File: config.mk
export PLATFORM = sky130hd
export DESIGN_NAME = dxt_block_decoder
export DESIGN_NICKNAME = d
export VERILOG_FILES = /design/src/design/dxt_pkg.sv /design/src/design/dxt_issue.sv /design/src/design/dxt_weight.sv /design/src/design/dxt_divide.sv /design/src/design/dxt_block_decoder.sv
export SDC_FILE = /design/constraint.sdc
export NUM_CORES = 1
export LEC_CHECK = 0
export BUFFER_PORTS_ARGS = -buffer_cell sky130_fd_sc_hd__clkbuf_2
export CAP_MARGIN = 20
export CORE_AREA = 2 2 240 265
export CTS_BUF_LIST = sky130_fd_sc_hd__clkbuf_4 sky130_fd_sc_hd__clkbuf_8
export DETAILED_ROUTE_END_ITERATION = 12
export DIE_AREA = 0 0 242 267
export GPL_TIMING_DRIVEN = 1
export SETUP_SLACK_MARGIN = 0.1
export SKIP_CTS_REPAIR_TIMING = 1
export SYNTH_ARGS = -nofsm -noshare
export SYNTH_HDL_FRONTEND = slang
export SYNTH_SLANG_ARGS = --single-unit
File: constraint.sdc
create_clock -name clk -period 9.6 [get_ports clk]
set_input_delay 0.48 -clock clk [delete_from_list [all_inputs] [get_ports clk]]
set_output_delay 0.48 -clock clk [all_outputs]
set_load 0.05 [all_outputs]
File: src/design/dxt_pkg.sv
// Shared types and constants for the DXT3/DXT5 block decoder.
// Used by every module of the block; depends on nothing.
package dxt_pkg;

  // 2^15 / d, rounded up; exact over the numerator ranges used here
  localparam int unsigned RecipShift = 15;
  localparam logic [13:0] RECIP_DIV3 = 14'd10923;
  localparam logic [13:0] RECIP_DIV5 = 14'd6554;
  localparam logic [13:0] RECIP_DIV7 = 14'd4682;
  localparam logic [3:0]  LAST_PIXEL_INDEX = 4'd15;

  typedef struct packed {
    logic [63:0] alpha_word;
    logic [63:0] color_word;
  } dxt_blk_t;

  typedef struct packed {
    logic [7:0] blue;
    logic [7:0] green;
    logic [7:0] red;
    logic [7:0] pixel_alpha;
    logic [3:0] pixel_index;
    logic       last_pixel;
  } dxt_pix_t;

  // stage 1: one pixel's indices with the block endpoints expanded
  typedef struct packed {
    logic [3:0] pixel_index;
    logic       last_pixel;
    logic [1:0] color_sel;
    logic [7:0] r0;
    logic [7:0] g0;
    logic [7:0] b0;
    logic [7:0] r1;
    logic [7:0] g1;
    logic [7:0] b1;
    logic [7:0] a0;
    logic [7:0] a1;
    logic [2:0] alpha_sel;
    logic [3:0] alpha_nibble;
  } dxt_s1_t;

  // stage 2: numerators ready for division, or a bypass value in the low bits
  typedef struct packed {
    logic [3:0]  pixel_index;
    logic        last_pixel;
    logic        color_bypass;
    logic [9:0]  red_num;
    logic [9:0]  green_num;
    logic [9:0]  blue_num;
    logic        alpha_bypass;
    logic        alpha_div7;
    logic [10:0] alpha_num;
  } dxt_s2_t;

  typedef struct packed {
    logic       busy;
    logic [3:0] count;
  } dxt_issue_stat_t;

endpackage

File: src/design/dxt_issue.sv
// Block buffer and pixel sequencer: holds one block, issues one pixel per cycle
// on move. Registers stage 1 (indices, expanded endpoints). Depends on dxt_pkg.
module dxt_issue import dxt_pkg::*; (
  input  logic            clk,
  input  logic            rst,
  input  logic            blk_valid,
  input  dxt_blk_t        blk,
  output logic            blk_stall,
  input  logic            move,
  output logic            s1_valid,
  output dxt_s1_t         s1,
  output dxt_issue_stat_t stat
);

  logic       buf_valid;
  logic [3:0] cnt;
  dxt_blk_t   blk_buf;
  logic       issue;
  logic       done;
  logic       accept;
  dxt_s1_t    s1_next;
  logic [5:0] color_base;
  logic [5:0] alpha_base;
  logic [4:0] r5_0, b5_0, r5_1, b5_1;
  logic [5:0] g6_0, g6_1;

  assign issue     = buf_valid && move;
  assign done      = issue && (cnt == LAST_PIXEL_INDEX);
  assign blk_stall = buf_valid && !done;
  assign accept    = blk_valid && !blk_stall;
  assign stat      = '{busy: buf_valid, count: cnt};

  assign color_base = {1'b1, cnt, 1'b0};
  assign alpha_base = 6'd16 + {2'b00, cnt} + {1'b0, cnt, 1'b0};

  assign r5_0 = blk_buf.color_word[15:11];
  assign g6_0 = blk_buf.color_word[10:5];
  assign b5_0 = blk_buf.color_word[4:0];
  assign r5_1 = blk_buf.color_word[31:27];
  assign g6_1 = blk_buf.color_word[26:21];
  assign b5_1 = blk_buf.color_word[20:16];

  always_comb begin
    s1_next.pixel_index  = cnt;
    s1_next.last_pixel   = (cnt == LAST_PIXEL_INDEX);
    s1_next.color_sel    = blk_buf.color_word[color_base +: 2];
    s1_next.r0           = {r5_0, r5_0[4:2]};
    s1_next.g0           = {g6_0, g6_0[5:4]};
    s1_next.b0           = {b5_0, b5_0[4:2]};
    s1_next.r1           = {r5_1, r5_1[4:2]};
    s1_next.g1           = {g6_1, g6_1[5:4]};
    s1_next.b1           = {b5_1, b5_1[4:2]};
    s1_next.a0           = blk_buf.alpha_word[7:0];
    s1_next.a1           = blk_buf.alpha_word[15:8];
    s1_next.alpha_sel    = blk_buf.alpha_word[alpha_base +: 3];
    s1_next.alpha_nibble = blk_buf.alpha_word[{cnt, 2'b00} +: 4];
  end

  always_ff @(posedge clk) begin
    if (rst) begin
      buf_valid <= 1'b0;
      cnt       <= '0;
      s1_valid  <= 1'b0;
    end else begin
      if (accept) begin
        buf_valid <= 1'b1;
        cnt       <= '0;
      end else if (done) begin
        buf_valid <= 1'b0;
        cnt       <= '0;
      end else if (issue) begin
        cnt <= cnt + 4'd1;
      end
      if (move) begin
        s1_valid <= issue;
      end
    end
  end

  always_ff @(posedge clk) begin
    if (accept) begin
      blk_buf <= blk;
    end
    if (issue) begin
      s1 <= s1_next;
    end
  end

endmodule

File: src/design/dxt_weight.sv
// Stage 2: forms weighted endpoint sums for colour and alpha interpolation,
// or a bypass value (endpoint, DXT3 alpha, 0 or 255). Depends on dxt_pkg.
module dxt_weight import dxt_pkg::*; (
  input  logic    clk,
  input  logic    rst,
  input  logic    move,
  input  logic    alpha_mode,
  input  logic    s1_valid,
  input  dxt_s1_t s1,
  output logic    s2_valid,
  output dxt_s2_t s2
);

  dxt_s2_t     s2_next;
  logic [2:0]  w0;
  logic [2:0]  w1;
  logic [10:0] bias;

  // selector 2 weighs e0 double, selector 3 weighs e1 double
  function automatic logic [9:0] color_num(input logic [1:0] sel,
                                           input logic [7:0] e0,
                                           input logic [7:0] e1);
    logic [9:0] v;
    unique case (sel)
      2'd0:    v = {2'b00, e0};
      2'd1:    v = {2'b00, e1};
      2'd2:    v = {1'b0, e0, 1'b0} + {2'b00, e1} + 10'd1;
      default: v = {2'b00, e0} + {1'b0, e1, 1'b0} + 10'd1;
    endcase
    return v;
  endfunction

  always_comb begin
    s2_next.pixel_index  = s1.pixel_index;
    s2_next.last_pixel   = s1.last_pixel;
    s2_next.color_bypass = !s1.color_sel[1];
    s2_next.red_num      = color_num(s1.color_sel, s1.r0, s1.r1);
    s2_next.green_num    = color_num(s1.color_sel, s1.g0, s1.g1);
    s2_next.blue_num     = color_num(s1.color_sel, s1.b0, s1.b1);

    s2_next.alpha_div7 = (s1.a0 > s1.a1);
    w1   = s1.alpha_sel - 3'd1;
    if (s2_next.alpha_div7) begin
      w0   = 3'd0 - s1.alpha_sel;
      bias = 11'd3;
    end else begin
      w0   = 3'd6 - s1.alpha_sel;
      bias = 11'd2;
    end

    priority if (!alpha_mode) begin
      s2_next.alpha_bypass = 1'b1;
      s2_next.alpha_num    = {3'b000, s1.alpha_nibble, s1.alpha_nibble};
    end else if (s1.alpha_sel == 3'd0) begin
      s2_next.alpha_bypass = 1'b1;
      s2_next.alpha_num    = {3'b000, s1.a0};
    end else if (s1.alpha_sel == 3'd1) begin
      s2_next.alpha_bypass = 1'b1;
      s2_next.alpha_num    = {3'b000, s1.a1};
    end else if (!s2_next.alpha_div7 && s1.alpha_sel == 3'd6) begin
      s2_next.alpha_bypass = 1'b1;
      s2_next.alpha_num    = 11'd0;
    end else if (!s2_next.alpha_div7 && s1.alpha_sel == 3'd7) begin
      s2_next.alpha_bypass = 1'b1;
      s2_next.alpha_num    = 11'd255;
    end else begin
      s2_next.alpha_bypass = 1'b0;
      s2_next.alpha_num    = ({8'd0, w0} * {3'b000, s1.a0})
                           + ({8'd0, w1} * {3'b000, s1.a1}) + bias;
    end
  end

  always_ff @(posedge clk) begin
    if (rst) begin
      s2_valid <= 1'b0;
    end else if (move) begin
      s2_valid <= s1_valid;
    end
  end

  always_ff @(posedge clk) begin
    if (move && s1_valid) begin
      s2 <= s2_next;
    end
  end

endmodule

File: src/design/dxt_divide.sv
// Stage 3: divides the sums by 3, 5 or 7 through reciprocal multiplication
// and registers the finished pixel on the output port. Depends on dxt_pkg.
module dxt_divide import dxt_pkg::*; (
  input  logic     clk,
  input  logic     rst,
  input  logic     move,
  input  logic     s2_valid,
  input  dxt_s2_t  s2,
  output logic     pix_valid,
  output dxt_pix_t pix
);

  logic [23:0] prod_r, prod_g, prod_b;
  logic [24:0] prod_a;
  logic [13:0] alpha_recip;
  dxt_pix_t    pix_next;

  assign alpha_recip = s2.alpha_div7 ? RECIP_DIV7 : RECIP_DIV5;
  assign prod_r = {14'd0, s2.red_num}   * {10'd0, RECIP_DIV3};
  assign prod_g = {14'd0, s2.green_num} * {10'd0, RECIP_DIV3};
  assign prod_b = {14'd0, s2.blue_num}  * {10'd0, RECIP_DIV3};
  assign prod_a = {14'd0, s2.alpha_num} * {11'd0, alpha_recip};

  always_comb begin
    pix_next.pixel_index = s2.pixel_index;
    pix_next.last_pixel  = s2.last_pixel;
    if (s2.color_bypass) begin
      pix_next.red   = s2.red_num[7:0];
      pix_next.green = s2.green_num[7:0];
      pix_next.blue  = s2.blue_num[7:0];
    end else begin
      pix_next.red   = prod_r[RecipShift +: 8];
      pix_next.green = prod_g[RecipShift +: 8];
      pix_next.blue  = prod_b[RecipShift +: 8];
    end
    if (s2.alpha_bypass) begin
      pix_next.pixel_alpha = s2.alpha_num[7:0];
    end else begin
      pix_next.pixel_alpha = prod_a[RecipShift +: 8];
    end
  end

  always_ff @(posedge clk) begin
    if (rst) begin
      pix_valid <= 1'b0;
    end else if (move) begin
      pix_valid <= s2_valid;
    end
  end

  always_ff @(posedge clk) begin
    if (move && s2_valid) begin
      pix <= pix_next;
    end
  end

endmodule

File: src/design/dxt_block_decoder.sv
// Top level of the DXT3/DXT5 block decoder: block buffer, three pipeline stages
// and the alpha mode register. Depends on dxt_pkg, dxt_issue, dxt_weight, dxt_divide.
//
//   channel  signals                          direction  request
//   blk      blk_valid, blk_stall, blk        in         one 16-byte block
//   pix      pix_valid, pix_stall, pix        out        one decoded pixel
//   cfg      cfg_write_en, cfg_write_data     in         alpha mode (1 = DXT5)
//
// Each block yields 16 pixels, one per cycle while pix_stall does not hold the pipeline;
// the pixel sequencer reads the one block buffer, so blocks are taken one at a time.
// The next block is accepted in the cycle its predecessor's last pixel issues.
// The first pixel passes through the block buffer, stage 1, stage 2 and the output register.
// pix_stall with a pixel waiting freezes the whole pipeline and the sequencer.
// Synchronous reset empties the pipeline and sets alpha mode to DXT5.
module dxt_block_decoder import dxt_pkg::*; (
  input  logic     clk,
  input  logic     rst,
  input  logic     blk_valid,
  input  dxt_blk_t blk,
  output logic     blk_stall,
  output logic     pix_valid,
  output dxt_pix_t pix,
  input  logic     pix_stall,
  input  logic     cfg_write_en,
  input  logic     cfg_write_data
);

  logic            alpha_mode;
  logic            move;
  logic            s1_valid;
  dxt_s1_t         s1;
  logic            s2_valid;
  dxt_s2_t         s2;
  dxt_issue_stat_t stat;

  // hold every stage while a finished pixel waits
  assign move = !(pix_valid && pix_stall);

  always_ff @(posedge clk) begin
    if (rst) begin
      alpha_mode <= 1'b1;
    end else if (cfg_write_en) begin
      alpha_mode <= cfg_write_data;
    end
  end

  dxt_issue u_issue (
    .clk       (clk),
    .rst       (rst),
    .blk_valid (blk_valid),
    .blk       (blk),
    .blk_stall (blk_stall),
    .move      (move),
    .s1_valid  (s1_valid),
    .s1        (s1),
    .stat      (stat)
  );

  dxt_weight u_weight (
    .clk        (clk),
    .rst        (rst),
    .move       (move),
    .alpha_mode (alpha_mode),
    .s1_valid   (s1_valid),
    .s1         (s1),
    .s2_valid   (s2_valid),
    .s2         (s2)
  );

  dxt_divide u_divide (
    .clk       (clk),
    .rst       (rst),
    .move      (move),
    .s2_valid  (s2_valid),
    .s2        (s2),
    .pix_valid (pix_valid),
    .pix       (pix)
  );

  a_accept_only_at_end: assert property (@(posedge clk) disable iff (rst)
    (blk_valid && !blk_stall && stat.busy) |->
      (stat.count == LAST_PIXEL_INDEX && move))
    else $error("block accepted while buffer still issuing");

  a_accept_loads: assert property (@(posedge clk) disable iff (rst)
    (blk_valid && !blk_stall) |=> (stat.busy && stat.count == 4'd0))
    else $error("accepted block not loaded at pixel zero");

  a_stall_freezes: assert property (@(posedge clk) disable iff (rst)
    (pix_valid && pix_stall) |=> ($stable(s2_valid) && $stable(s1_valid)))
    else $error("pipeline advanced under output stall");

  a_last_flag: assert property (@(posedge clk) disable iff (rst)
    pix_valid |-> (pix.last_pixel == (pix.pixel_index == LAST_PIXEL_INDEX)))
    else $error("last pixel flag disagrees with index");

endmodule
# --- After elaboration in Yosys (flattened, before gate mapping) ---
# Index checks and enable logic that the tools add are counted.
word_totals:
  output_inout_bits: 39
  inputBits: 134
  regBits: 301
classes:
  multipliers: 6
  n_mux: 16
  magnitude_cmp: 1
  n_addsub: 20
  bitwise_logic: 1
  n_reduce_logical: 20
  shift: 3
  eq_ne: 6
ops:
  columns: ["op", "n"]
  rows:
  - ["$pmux W10 S3", 3]
  - ["$mul A10 B14 Y23 const B", 3]
  - ["$shiftx A64 B7 Y2", 1]
  - ["$shiftx A64 B7 Y3", 1]
  - ["$shiftx A64 B7 Y4", 1]
  - ["$add A10 B1 Y10 const B", 6]
  - ["$mux W8", 6]
  - ["$add A8 B9 Y10", 3]
  - ["$add A9 B8 Y10", 3]
  - ["$mux W24", 1]
  - ["$mul A11 B14 Y23", 1]
  - ["$mul A3 B8 Y11", 2]
  - ["$mux W12", 1]
  - ["$add A11 B11 Y11", 1]
  - ["$add A11 B2 Y11", 1]
  - ["$logic_and A1 B1 Y1", 9]
  - ["$gt A8 B8 Y1", 1]
  - ["$add A5 B4 Y6 const A", 1]
  - ["$add A6 B5 Y6", 1]
  - ["$eq A3 B3 Y1 const B", 2]
  - ["$logic_not A1 Y1", 5]
  - ["$reduce_or A5 Y1", 1]
  - ["$add A4 B1 Y4 const B", 1]
  - ["$eq A4 B4 Y1 const B", 1]
  - ["other kinds (14)", 17]

# --- Logic depth before layout (Yosys ltp) ---
# Gate-level depths: netlist of the first run.
logic_depth:
  depth_word: 10
  depth_mapped: 24
  ltp_nobuf: 23

# --- By module ---
# Synthesis of the first run repeated with hierarchy kept, for this count alone.
hier_totals:
  hier_cells: 2131
  area_unflattened_um2: 25172.9
modules_own_cells:
  columns: ["mod", "instances", "area_per_inst_um2", "cells_per_inst"]
  rows:
  - ["dxt_divide", 1, 10344.9, 1050]
  - ["dxt_issue", 1, 8529.4, 410]
  - ["dxt_weight", 1, 6259.8, 667]
  - ["dxt_block_decoder", 1, 38.8, 4]

# --- Worst setup path before layout of the first run ---
# OpenSTA, ideal clock, no wires.
synth_timing:
  path_type: "register to register"
  from: "register u_issue.cnt[1]"
  to: "register u_issue.blk_buf, in the netlist u_issue.b5_0[0], enable pin"
  t_required_ns: 8.971
  synth_period_minus_slack_ns: 7.764
  setup_ns: 0.629
  stages_incl_launch_ff: 5
  path_slack_ns: 1.836
  t_arrival_ns: 7.135
  cell_sequence: "dfxtp_1 > ha_1 > and2_1 > a21boi_0 > nor2b_1"
synth_lines:
  columns: ["item", "line_no", "text"]
  rows:
  - ["start: declaration", "dxt_issue.sv:16", "logic [3:0] cnt;"]
  - ["start signal: assignment", "dxt_issue.sv:72", "cnt <= cnt + 4'd1;"]
  - ["end signal: assignment", "dxt_issue.sv:82", "blk_buf <= blk;"]
  - ["end: declaration", "dxt_issue.sv:17", "dxt_blk_t blk_buf;"]

==> run summary, run 1 <==
clk_lat worst skew = 0.63 ns
nets@finish = 2901
Initial Util = 39.6%
cells after synthesis = 2061
status = completed
routed via count = 16600
Rel. slew slack = 35.4%
CTS tree = built
vias in the first global route = 17600
Primary FF master, synth = edfxtp_1
Worst Setup Path Type = reg2reg
Static Leak = 12.0 nW
Clock power frac = 16.7%
Final setup violation count = 0
CTS sink cnt = 285
H-tree depth = 2
per-cell routed wire length = 17.7 um
synth warn = 0
row cnt = 96
initial antenna violation count = 1
Tmin final = 5.95 ns
Sw Share = 41.9%
Final period util = 61.9%
DRC Markers = 0
clock skew = 0.0337 ns
Placement Cell Area = 26400 sq um
Starting DRT DRC Count = 951
Synth area leader = edfxtp_1
design area = 27600 sq um
Routed Antenna Nets = 0
post-synthesis cell type count = 73
worst-path maximum fanout = 27
Async S/R FF share, synth = 0%
Critical Path End Type = register
#FFs+latches synth = 285
Worst Setup SP = u_weight.s2[11]$_DFFE_PP_
Worst Path Required = 9.96 ns
dpl hpwl = 44.0 mm
Min-Delay Startpoint = blk[15]
IO Port Bufs = 172
Arr. time, crit path = 6.31 ns
CP startpoint kind = register
total gr overflow = 0
P&R area growth vs syn = 12.3%
FMAX = 168 MHz
Comb power frac = 59.2%
Fin Setup TNS = 0 ns
Placer Congestion = 0.872
first-pass GRT wire length = 92.1 mm
RSZ-0062 raised after global routing = no
# IOs = 173
Seq pwr share = 24.1%
share of cells above drive strength 1 = 16.4%
clk slew on worst S/H paths = 0.07 ns
CTS Buf Count = 47
Post-synth EDFFs = 276
Synth area leaders = edfxtp_1 (34%), ha_1 (16%), fa_1 (15%)
Detailed Routing Iterations Pass 1 = 5
Clock Tree Root = clkbuf_8
routed wire length = 55.7 mm
final hold vios = 0
Final Util = 44.5%
Die Wd = 242 um
CTS max path bufs = 3
gr usage total = 17.7%
Hold WC Path Type = in2reg
DIE AREA = 64600 sq um
max-slew violations = 0
synthesized area per cell = 11.9 sq um
top-area cell type share of the netlist area = 33.8%
FILL cells = 5836
Power Internal = 3.89 mW
pwr/cell area = 243 nW/um^2
core area = 62000 sq um
sequential area share after synthesis = 34.5%
Max VDD drop = 0.142 mV
pin count of the biggest net entering global routing = 64
Syn Std Cell Area = 24500 sq um
actual slew at the worst max-slew pin = 0.964 ns
vias per cell = 5.28
Crit Reg-Reg Startpoint = u_weight.s2[11]$_DFFE_PP_
DIE HEIGHT = 267 um
Max Cap Viol = 0
Sw Pwr = 2.80 mW
## routing by layer
layer	global-route usage (%)	up-vias	share of wire, %
li1	-	7857	-
met1	23.2	8204	43
met2	30.5	446	49
met3	2.61	91	4.9
met4	5.21	0	2.7
met5	0	-	0
## worst max-delay path, cell delays in order, from the launching register on
cell and delay (ns):
edfxtp_1 0.84, nor2b_1 0.24, nand2b_1 0.21, ha_1 0.32, fa_1 0.51, inv_1 0.06, fa_1 0.52, inv_1 0.05
fa_1 0.47, inv_1 0.05, fa_1 0.47, inv_1 0.04, ha_1 0.27, and3_1 0.15, nand4_1 0.09, or4_1 0.46
a21oi_1 0.25, o221ai_1 0.23, a21o_1 0.23, a31o_2 0.23
## area by class of cell
type                    instances  area, sq um  share of cell area [%]
multi-input cells            1423        14700                    53.5
diodes                          1         2.50                 0.00908
well taps                     833         1040                    3.78
clock inverters                22          205                   0.744
clock buffers                  61          752                    2.73
repair buffers                210         1200                    4.37
flip-flops and latches        285         8470                    30.7
inverters                     306         1150                    4.17
## sequential cells by signal (all words and copies together) (netlist names)
signal,cells
u_weight.s2_valid,1
u_issue.b5_1,5
u_issue.s1_valid,1
u_issue.cnt,4
u_issue.b5_0,5
u_divide.pix_valid,1
u_issue.s1,62
alpha_mode,1
u_issue.buf_valid,1
u_issue.blk_buf,118
u_weight.s2,49
u_divide.pix,37
## synthesized netlist by cell type (all sizes together), types with 12 or more instances
cell type    n
fa         180
a31oi       14
clkbuf      36
and3        12
nand4       12
nor2        73
nand2b      25
a21oi       83
a221oi      15
and2        28
ha         314
xnor2       45
nor3        29
o21ai       89
a21o        32
nor2b       32
nand2       97
mux2i       15
mux4        90
o21a        12
a211oi      26
inv        303
xor2        29
nand3       22
edfxtp     276
buf         21
## path summary, 6_finish.rpt
check	to	depth (start not counted)	slack (ns)
max	u_divide.pix[11]$_DFFE_PP_	19	3.65
max reg2reg	u_divide.pix[11]$_DFFE_PP_	19	3.65
min	u_issue.blk_buf[15]$_DFFE_PP_	1	0.03
min reg2reg	u_issue.s1[42]$_DFFE_PP_	0	0.41
## kinds of logic after synthesis
| logic type | after synthesis | share of synthesized area [%] |
|---|---|---|
| other cells | 2 | 0.0306 |
| buf+inv | 363 | 5.67 |
| flops | 285 | 34.5 |
| xor+xnor | 74 | 2.64 |
| simple gates | 371 | 7.66 |
| compound gates | 359 | 9.59 |
| fa+ha+maj | 494 | 30.7 |
| mux | 113 | 9.24 |
## per-stage QoR
step	setup WS [ns]	power (mW)	hold WS [ns]	cells
4_1_cts	3.65	6.76	-0.0214	3117
3_5_place_dp	3.68	5.58	0.405	3034
5_1_grt	3.25	7.42	0.000547	3141
3_3_place_gp	3.80	5.48	0.401	3034
6_report	3.65	6.70	0.0313	3141
2_1_floorplan	1.84	4.72	0.400	2071
## power groups by stage
stage                     combinational (mW)  sequential, mW  clock [mW]
after global placement                  3.84            1.64           0
after detailed placement                3.93            1.64           0
after global routing                    4.58            1.63        1.21
after floorplan                         3.06            1.66           0
after CTS                               3.98            1.62        1.16
final                                   3.96            1.62        1.12
## placed cells by master, fill, tap and decap left out, types with 7 or more instances in the layout
cell and instances:
a211oi_1 26, a21boi_0 8, a21o_1 32, a21oi_1 83, a221oi_1 15, a31oi_1 14
and2_1 26, and3_1 12, buf_4 15, clkbuf_2 172, clkbuf_4 14, clkbuf_8 47
clkinv_1 11, conb_1 12, dfxtp_1 8, dlygate4sd3_1 23, edfxtp_1 276, fa_1 179
ha_1 314, inv_1 301, mux2_2 8, mux2i_1 15, mux4_2 90, nand2_1 97
nand2b_1 25, nand3_1 22, nand4_1 12, nor2_1 73, nor2b_1 31, nor3_1 29
o211a_1 7, o211ai_1 9, o21a_1 12, o21ai_0 86, or2_2 7, or3_1 11
xnor2_1 45, xor2_1 29
No activity file was read; power rests on OpenSTA's default activity.
==> run 2: changes to the inputs <==
==> constraint.sdc (replaced) <==
create_clock -name clk -period 6.1 [get_ports clk]
set_input_delay 0.305 -clock clk [delete_from_list [all_inputs] [get_ports clk]]
set_output_delay 0.305 -clock clk [all_outputs]
set_load 0.05 [all_outputs]
==> run 2 against run 1 <==
The run now ends with hold timing left. Global-route usage shrank 0.56 points. Sequential share of layout area shrank 1.3 points. Clock-buffer cell count shrank 3. Power grew 60%. Clock power grew 62%. First-iteration DRC count grew 9.7%. Utilization grew 1.9 points. Non-clock buffer count grew 114. Setup slack lost 3.2 ns. Register-to-register slack lost 3.2 ns. Hold slack lost 0.033 ns. Die area is the same. Critical endpoint unchanged. Highest routed layer unchanged.
==> run summary, run 2 (synthesis gave the netlist of run 1 again) <==
CTS sink cnt = 285
Max VDD drop = 0.370 mV
share of cells above drive strength 1 = 15.8%
Initial Util = 39.6%
CP Capture Point = u_divide.pix[11]$_DFFE_PP_
nets@finish = 3016
DIE HEIGHT = 267 um
clk_lat worst skew = 0.64 ns
actual slew at the worst max-slew pin = 0.954 ns
M1 GR Usage = 21.6%
Detailed Routing Iterations Pass 1 = 6
pin count of the biggest net entering global routing = 129
crit-path most repeated cell = fa_1
Final period util = 92.7%
Setup WS pre-CTS = 0.467 ns
Reg with most FFs = u_issue.blk_buf
final hold vios = 2
Fin Setup TNS = 0 ns
CP startpoint kind = register
Max Cap Viol = 0
DRC Markers = 0
Arr. time, crit path = 6.04 ns
r2r setup slk = 0.45 ns
CTS Buf Count = 48
Rel. slew slack = 36.0%
vias per cell = 5.23
Critical Path End Type = register
RSZ-0062 raised after global routing = no
Worst Path Required = 6.49 ns
Clock Tree Root = clkbuf_8
routed wire length = 56.7 mm
GRT Max-Usage Layer = met2
failing checks = hold timing
Hold WS = -0.00182 ns
routing usage on met2 = 29.7%
clock skew = 0.0357 ns
CP Cell Sequence = buf_4 > nor2_1 > fa_1 > fa_1 > inv_1 > fa_1 > inv_1 > fa_1 > fa_1 > ha_1 > nand4_1 > or4_1 > a21oi_1 > o221ai_1 > a21o_1 > a31o_2
status = finished with violations
Crit Reg-Reg Startpoint = u_weight.s2[11]$_DFFE_PP_
Final setup violation count = 0
DIE AREA = 64600 sq um
IO Port Bufs = 172
worst-path maximum fanout = 17
Tmin final = 5.65 ns
CTS tree = built
H-tree depth = 2
row cnt = 96
max-slew violations = 0
Hold WC Path Type = in2reg
CTS max path bufs = 3
fin worst setup slack = 0.448 ns
Finished Layout Cells = 3256
clk slew on worst S/H paths = 0.07 ns
routed via count = 17000
P&R area growth vs syn = 17.1%
GR met3 Demand/Resource = 2.96%
reg2reg path depth = 16
most frequent cells in the layout = ha_1 (314), inv_1 (301), edfxtp_1 (276), fa_1 (179), clkbuf_2 (172)
Critical-path top delay cell = edfxtp_1
pwr/cell area = 372 nW/um^2
Starting DRT DRC Count = 1043
per-cell routed wire length = 17.4 um
Routed Antenna Nets = 0
worst r2r dst = u_divide.pix[11]$_DFFE_PP_
vias in the first global route = 17300
total gr overflow = 0
Largest stage delay, worst path = 0.59 ns
Die Wd = 242 um
Worst Setup Path Type = reg2reg
gr usage total = 17.2%
number of flip-flops in the largest register = 118
initial antenna violation count = 2
core area = 62000 sq um
dpl hpwl = 43.6 mm
FMAX = 177 MHz
Static Leak = 12.5 nW
most common cell after layout, fill and taps aside = ha_1
# IOs = 173
Placer Congestion = 0.861
largest registers = u_issue.blk_buf: 118 flops, u_issue.s1: 62 flops, u_weight.s2: 49 flops
Worst Setup SP = u_weight.s2[11]$_DFFE_PP_
first-pass GRT wire length = 89.6 mm
FILL cells = 5649
DP Cell Count = 3038
-- run 2: cell types whose count changed in the layout (fill, tap and decap cells not counted), sizes merged --
cell / previous run / this run
clkbuf: 233 / 230
dlygate4sd3: 23 / 133
bufinv: 3 / 4
buf: 15 / 19
clkinv: 18 / 20
diode: 1 / 2
-- run 2: layer usage --
metal	share of wire, %	wire length (um)	vias to the layer above
met2	50	28200	479
met4	3.5	2010	0
li1	-	-	8095
met1	42	23900	8329
met5	0	0	-
met3	4.6	2610	124
-- run 2: worst min-delay path by stage --
stage,startpoint,depth (start not counted),to
5_1_grt,pix_stall,3,u_issue.s1_valid$_SDFFE_PP0N_
4_1_cts,blk[38],1,u_issue.blk_buf[38]$_DFFE_PP_
2_1_floorplan,rst,1,u_weight.s2_valid$_SDFFE_PP0N_
6_report,pix_stall,3,u_weight.s2_valid$_SDFFE_PP0N_
3_5_place_dp,u_issue.b5_1[0]$_DFFE_PP_,0,u_issue.s1[26]$_DFFE_PP_
3_3_place_gp,u_issue.s1[76]$_DFFE_PP_,0,u_weight.s2[47]$_DFFE_PP_
-- run 2: power breakdown --
group	switching, mW	leakage [nW]	internal (mW)	total [mW]
clock network	0.831	0.507	0.981	1.81
logic	3.49	9.27	2.85	6.34
registers	0.135	2.68	2.40	2.54
total	4.46	12.5	6.23	10.7
-- run 2: area by class of cell --
class                           instances  area [sq um]  area share (%)
Antenna cell                            2          5.00          0.0174
Clock buffer                           58           742            2.58
Clock inverter                         25           248           0.862
Inverter                              306          1150            4.00
Multi-Input combinational cell       1423         14700            51.3
Sequential cell                       285          8470            29.5
Tap cell                              833          1040            3.63
Timing Repair Buffer                  324          2350            8.17
-- run 2: metrics by stage --
step	hold WS, ns	utilization [%]	power [mW]	area, sq um
floorplan	0.374	-	7.42	24600
global placement	0.403	42.6	8.68	26400
detailed placement	0.405	42.6	8.83	26400
CTS	-0.195	44.2	10.7	27400
global route	0.000318	46.4	11.8	28700
finish	-0.00182	46.4	10.7	28700
-- run 2: critical path, delay by kind of cell (launching register included) --
| kind | cells | cell delay (ns) |
|---|---|---|
| adder cells (fa/ha/maj) | 6 | 2.73 |
| AO/OA/AOI/OAI | 4 | 0.92 |
| flip-flops | 1 | 0.59 |
| AND/OR/NAND/NOR | 3 | 0.80 |
| buffers and inverters | 3 | 0.36 |
==> run 3: changes to the inputs <==
--- a/config.mk
+++ b/config.mk
@@ -5,12 +5,13 @@
 export SDC_FILE = /design/constraint.sdc
 export NUM_CORES = 1
 export LEC_CHECK = 0
+export ABC_AREA = 1
 export BUFFER_PORTS_ARGS = -buffer_cell sky130_fd_sc_hd__clkbuf_2
 export CAP_MARGIN = 20
-export CORE_AREA = 2 2 240 265
+export CORE_AREA = 2 2 245 271
 export CTS_BUF_LIST = sky130_fd_sc_hd__clkbuf_4 sky130_fd_sc_hd__clkbuf_8
 export DETAILED_ROUTE_END_ITERATION = 12
-export DIE_AREA = 0 0 242 267
+export DIE_AREA = 0 0 247 273
 export GPL_TIMING_DRIVEN = 1
 export SETUP_SLACK_MARGIN = 0.1
 export SKIP_CTS_REPAIR_TIMING = 1
==> run 3 against run 2 <==
The run now ends clean. Clock skew up 0.0056 ns. Synthesized cell count grew 43%. Power increased by 16%. Global-route usage rose by 2.4 points. Clock power is 14% higher. Non-clock buffer count down 2. Critical endpoint is now u_weight.s2[8]$_SDFFCE_PP0P_. Largest power group unchanged. Critical path depth increased by 9. Sequential power is essentially flat. Hold slack improved by 0.11 ns. Area after synthesis increased by 4.6%.
==> run summary, run 3 <==
sequential area share after synthesis = 33.0%
per-cell routed wire length = 16.0 um
Crit Reg-Reg Startpoint = u_issue.s1[14]$_DFFE_PP_
Power, Total = 12.4 mW
Min-Delay Startpoint = pix_stall
#FFs+latches synth = 285
most common cell after layout, fill and taps aside = nand2_1
Setup WS pre-CTS = 0.823 ns
dpl hpwl = 51.9 mm
Adder-Cell Fraction of Synth Area = 29.3%
Tmin final = 5.29 ns
Seq pwr share = 20.2%
Syn Std Cell Area = 25700 sq um
CTS sink cnt = 285
Rel. slew slack = 29.0%
pwr/cell area = 413 nW/um^2
synth warn = 0
Final period util = 86.8%
Clock power frac = 16.6%
Worst Path Required = 6.49 ns
vias per cell = 4.99
DIE AREA = 67400 sq um
final hold vios = 0
IO Port Bufs = 172
Detailed Routing Iterations Pass 1 = 5
Static Leak = 14.6 nW
# IOs = 173
cells after synthesis = 2948
Async S/R FF share, synth = 0%
CTS max path bufs = 3
P&R area growth vs syn = 17.2%
Worst Setup Path Type = reg2reg
fin worst setup slack = 0.807 ns
gr usage total = 19.6%
nets@finish = 3909
Final setup violation count = 0
CTS tree = built
row cnt = 98
Reg with most FFs = u_issue.blk_buf
Max VDD drop = 0.344 mV
top-area cell type share of the netlist area = 32.3%
Initial Util = 39.7%
initial antenna violation count = 2
Synth top cells by count = nand2_1 (693), inv_1 (477), ha_1 (314)
synthesized area per cell = 8.71 sq um
Hold WS = 0.107 ns
pin count of the biggest net entering global routing = 91
RSZ-0062 raised after global routing = no
post-synthesis mux area share = 0%
total gr overflow = 0
status = completed
actual slew at the worst max-slew pin = 1.06 ns
clk_lat worst skew = 0.67 ns
vias in the first global route = 20300
most frequent cells in the layout = nand2_1 (693), inv_1 (476), ha_1 (314), edfxtp_1 (276), nor2_1 (200)
hold depth = 4
clk slew on worst S/H paths = 0.06 ns
Max Cap Viol = 0
Fin Setup TNS = 0 ns
first-pass GRT wire length = 105 mm
reg2reg path depth = 25
Hold WC Path Type = in2reg
design area = 30100 sq um
largest registers = u_issue.blk_buf: 118 flops, u_issue.s1: 62 flops, u_weight.s2: 49 flops
worst r2r dst = u_weight.s2[8]$_SDFFCE_PP0P_
CTS Buf Count = 51
core area = 64600 sq um
compound-cell area share of the yosys netlist = 8.87%
FMAX = 189 MHz
r2r setup slk = 0.81 ns
max-slew violations = 0
Post-Synth Simple-Gate Area = 19.4%
Synth area leaders = edfxtp_1 (32%), ha_1 (15%), fa_1 (14%)
DRC Markers = 0
Routed Antenna Nets = 0
routed wire length = 66.9 mm
WHS Endpoint = u_weight.s2_valid$_SDFFE_PP0N_
number of flip-flops in the largest register = 118
share of cells above drive strength 1 = 9.24%
clock skew = 0.0412 ns
Die Wd = 247 um
H-tree depth = 2
Starting DRT DRC Count = 1428
Power Internal = 6.59 mW
Arr. time, crit path = 5.68 ns
Sw Share = 47.0%
Placement Cell Area = 27500 sq um
Clock Tree Root = clkbuf_8
Synth area leader = edfxtp_1
post-synthesis cell type count = 46
Critical Path End Type = register
CP startpoint kind = register
Placer Congestion = 0.975
FILL cells = 6183
DIE HEIGHT = 273 um
Primary FF master, synth = edfxtp_1
worst-path maximum fanout = 6
Comb power frac = 63.2%
main combinational cell family by area after synthesis = adder cells
Sw Pwr = 5.85 mW
XOR/XNOR Fraction of Synth Area = 1.40%
most common cell in the synthesized netlist = nand2_1
routed via count = 20800
Post-synth EDFFs = 276
run 3: changes by cell type after synthesis, sizes merged, moves of 34 or more:
cell | previous run | this run
o21ai | 89 | 130
mux4 | 90 | 0
a21oi | 83 | 168
inv | 303 | 482
nor2 | 73 | 206
nand2 | 97 | 693
nand4 | 12 | 46
nand3 | 22 | 183
run 3: cell type report:
class	count	area (sq um)	share of cell area, %
multi-input combinational	2136	15200	50.6
sequential	285	8470	28.1
timing repair buffer	322	2350	7.81
inverter	485	1820	6.05
tap	850	1060	3.53
clock buffer	70	863	2.87
clock inverter	25	305	1.01
antenna	2	5.00	0.0166
run 3: kinds of logic after synthesis:
family	after synthesis
flops	285
buf+inv	537
fa+ha+maj	494
simple gates	1189
xor+xnor	41
compound gates	400
other cells	2
run 3: metrics by stage:
step	util, %	instances
global placement	42.6	3943
finish	46.6	4175
floorplan	-	2958
CTS	44.4	4038
global route	46.6	4175
detailed placement	42.6	3943
run 3: how the worst max path moves through the flow:
stage               slack [ns]                             from                           end  depth (start not counted)
floorplan                 0.46  u_divide.pix_valid$_SDFFE_PP0N_   u_issue.cnt[0]$_SDFFE_PP0P_                          9
global placement          0.94        u_weight.s2[11]$_DFFE_PP_    u_divide.pix[10]$_DFFE_PP_                         16
detailed placement        0.82         u_issue.s1[14]$_DFFE_PP_      u_weight.s2[6]$_DFFE_PP_                         27
CTS                       0.80         u_issue.s1[14]$_DFFE_PP_  u_weight.s2[8]$_SDFFCE_PP0P_                         25
global route              0.29         u_issue.s1[10]$_DFFE_PP_  u_weight.s2[8]$_SDFFCE_PP0P_                         27
finish                    0.81         u_issue.s1[14]$_DFFE_PP_  u_weight.s2[8]$_SDFFCE_PP0P_                         25
run 3: power by group through the flow:
stage                     clock network, mW  registers (mW)  logic, mW
after floorplan                           0            2.58       5.93
after global placement                    0            2.55       7.71
after detailed placement                  0            2.55       7.71
after CTS                              2.14            2.51       7.80
after global routing                   2.22            2.52       9.14
final                                  2.07            2.51       7.86
run 3: critical path: stages (launching register included):
cell and delay (ns):
edfxtp_1 0.38, inv_1 0.09, ha_1 0.30, nand2_1 0.06
nor2_1 0.17, nand2_1 0.07, nand2_1 0.05, nand2_1 0.14
o21ai_0 0.53, inv_1 0.19, nand2_1 0.12, fa_1 0.44
fa_1 0.57, fa_1 0.40, inv_1 0.06, ha_1 0.17
inv_1 0.07, fa_1 0.46, o21ai_0 0.18, nand2_1 0.07
nand2_1 0.09, nand2_1 0.07, nand2_1 0.06, a21oi_1 0.07
xor2_1 0.15, nor2_1 0.06
run 3: routing by layer:
layer / GRT usage (%) / wire length (um) / vias to the layer above
met4: 6.83 / 2100 / 2
li1: - / - / 10500
met1: 25.5 / 29600 / 9717
met3: 3.30 / 3520 / 128
met5: 0 / 8 / -
met2: 32.8 / 31600 / 532
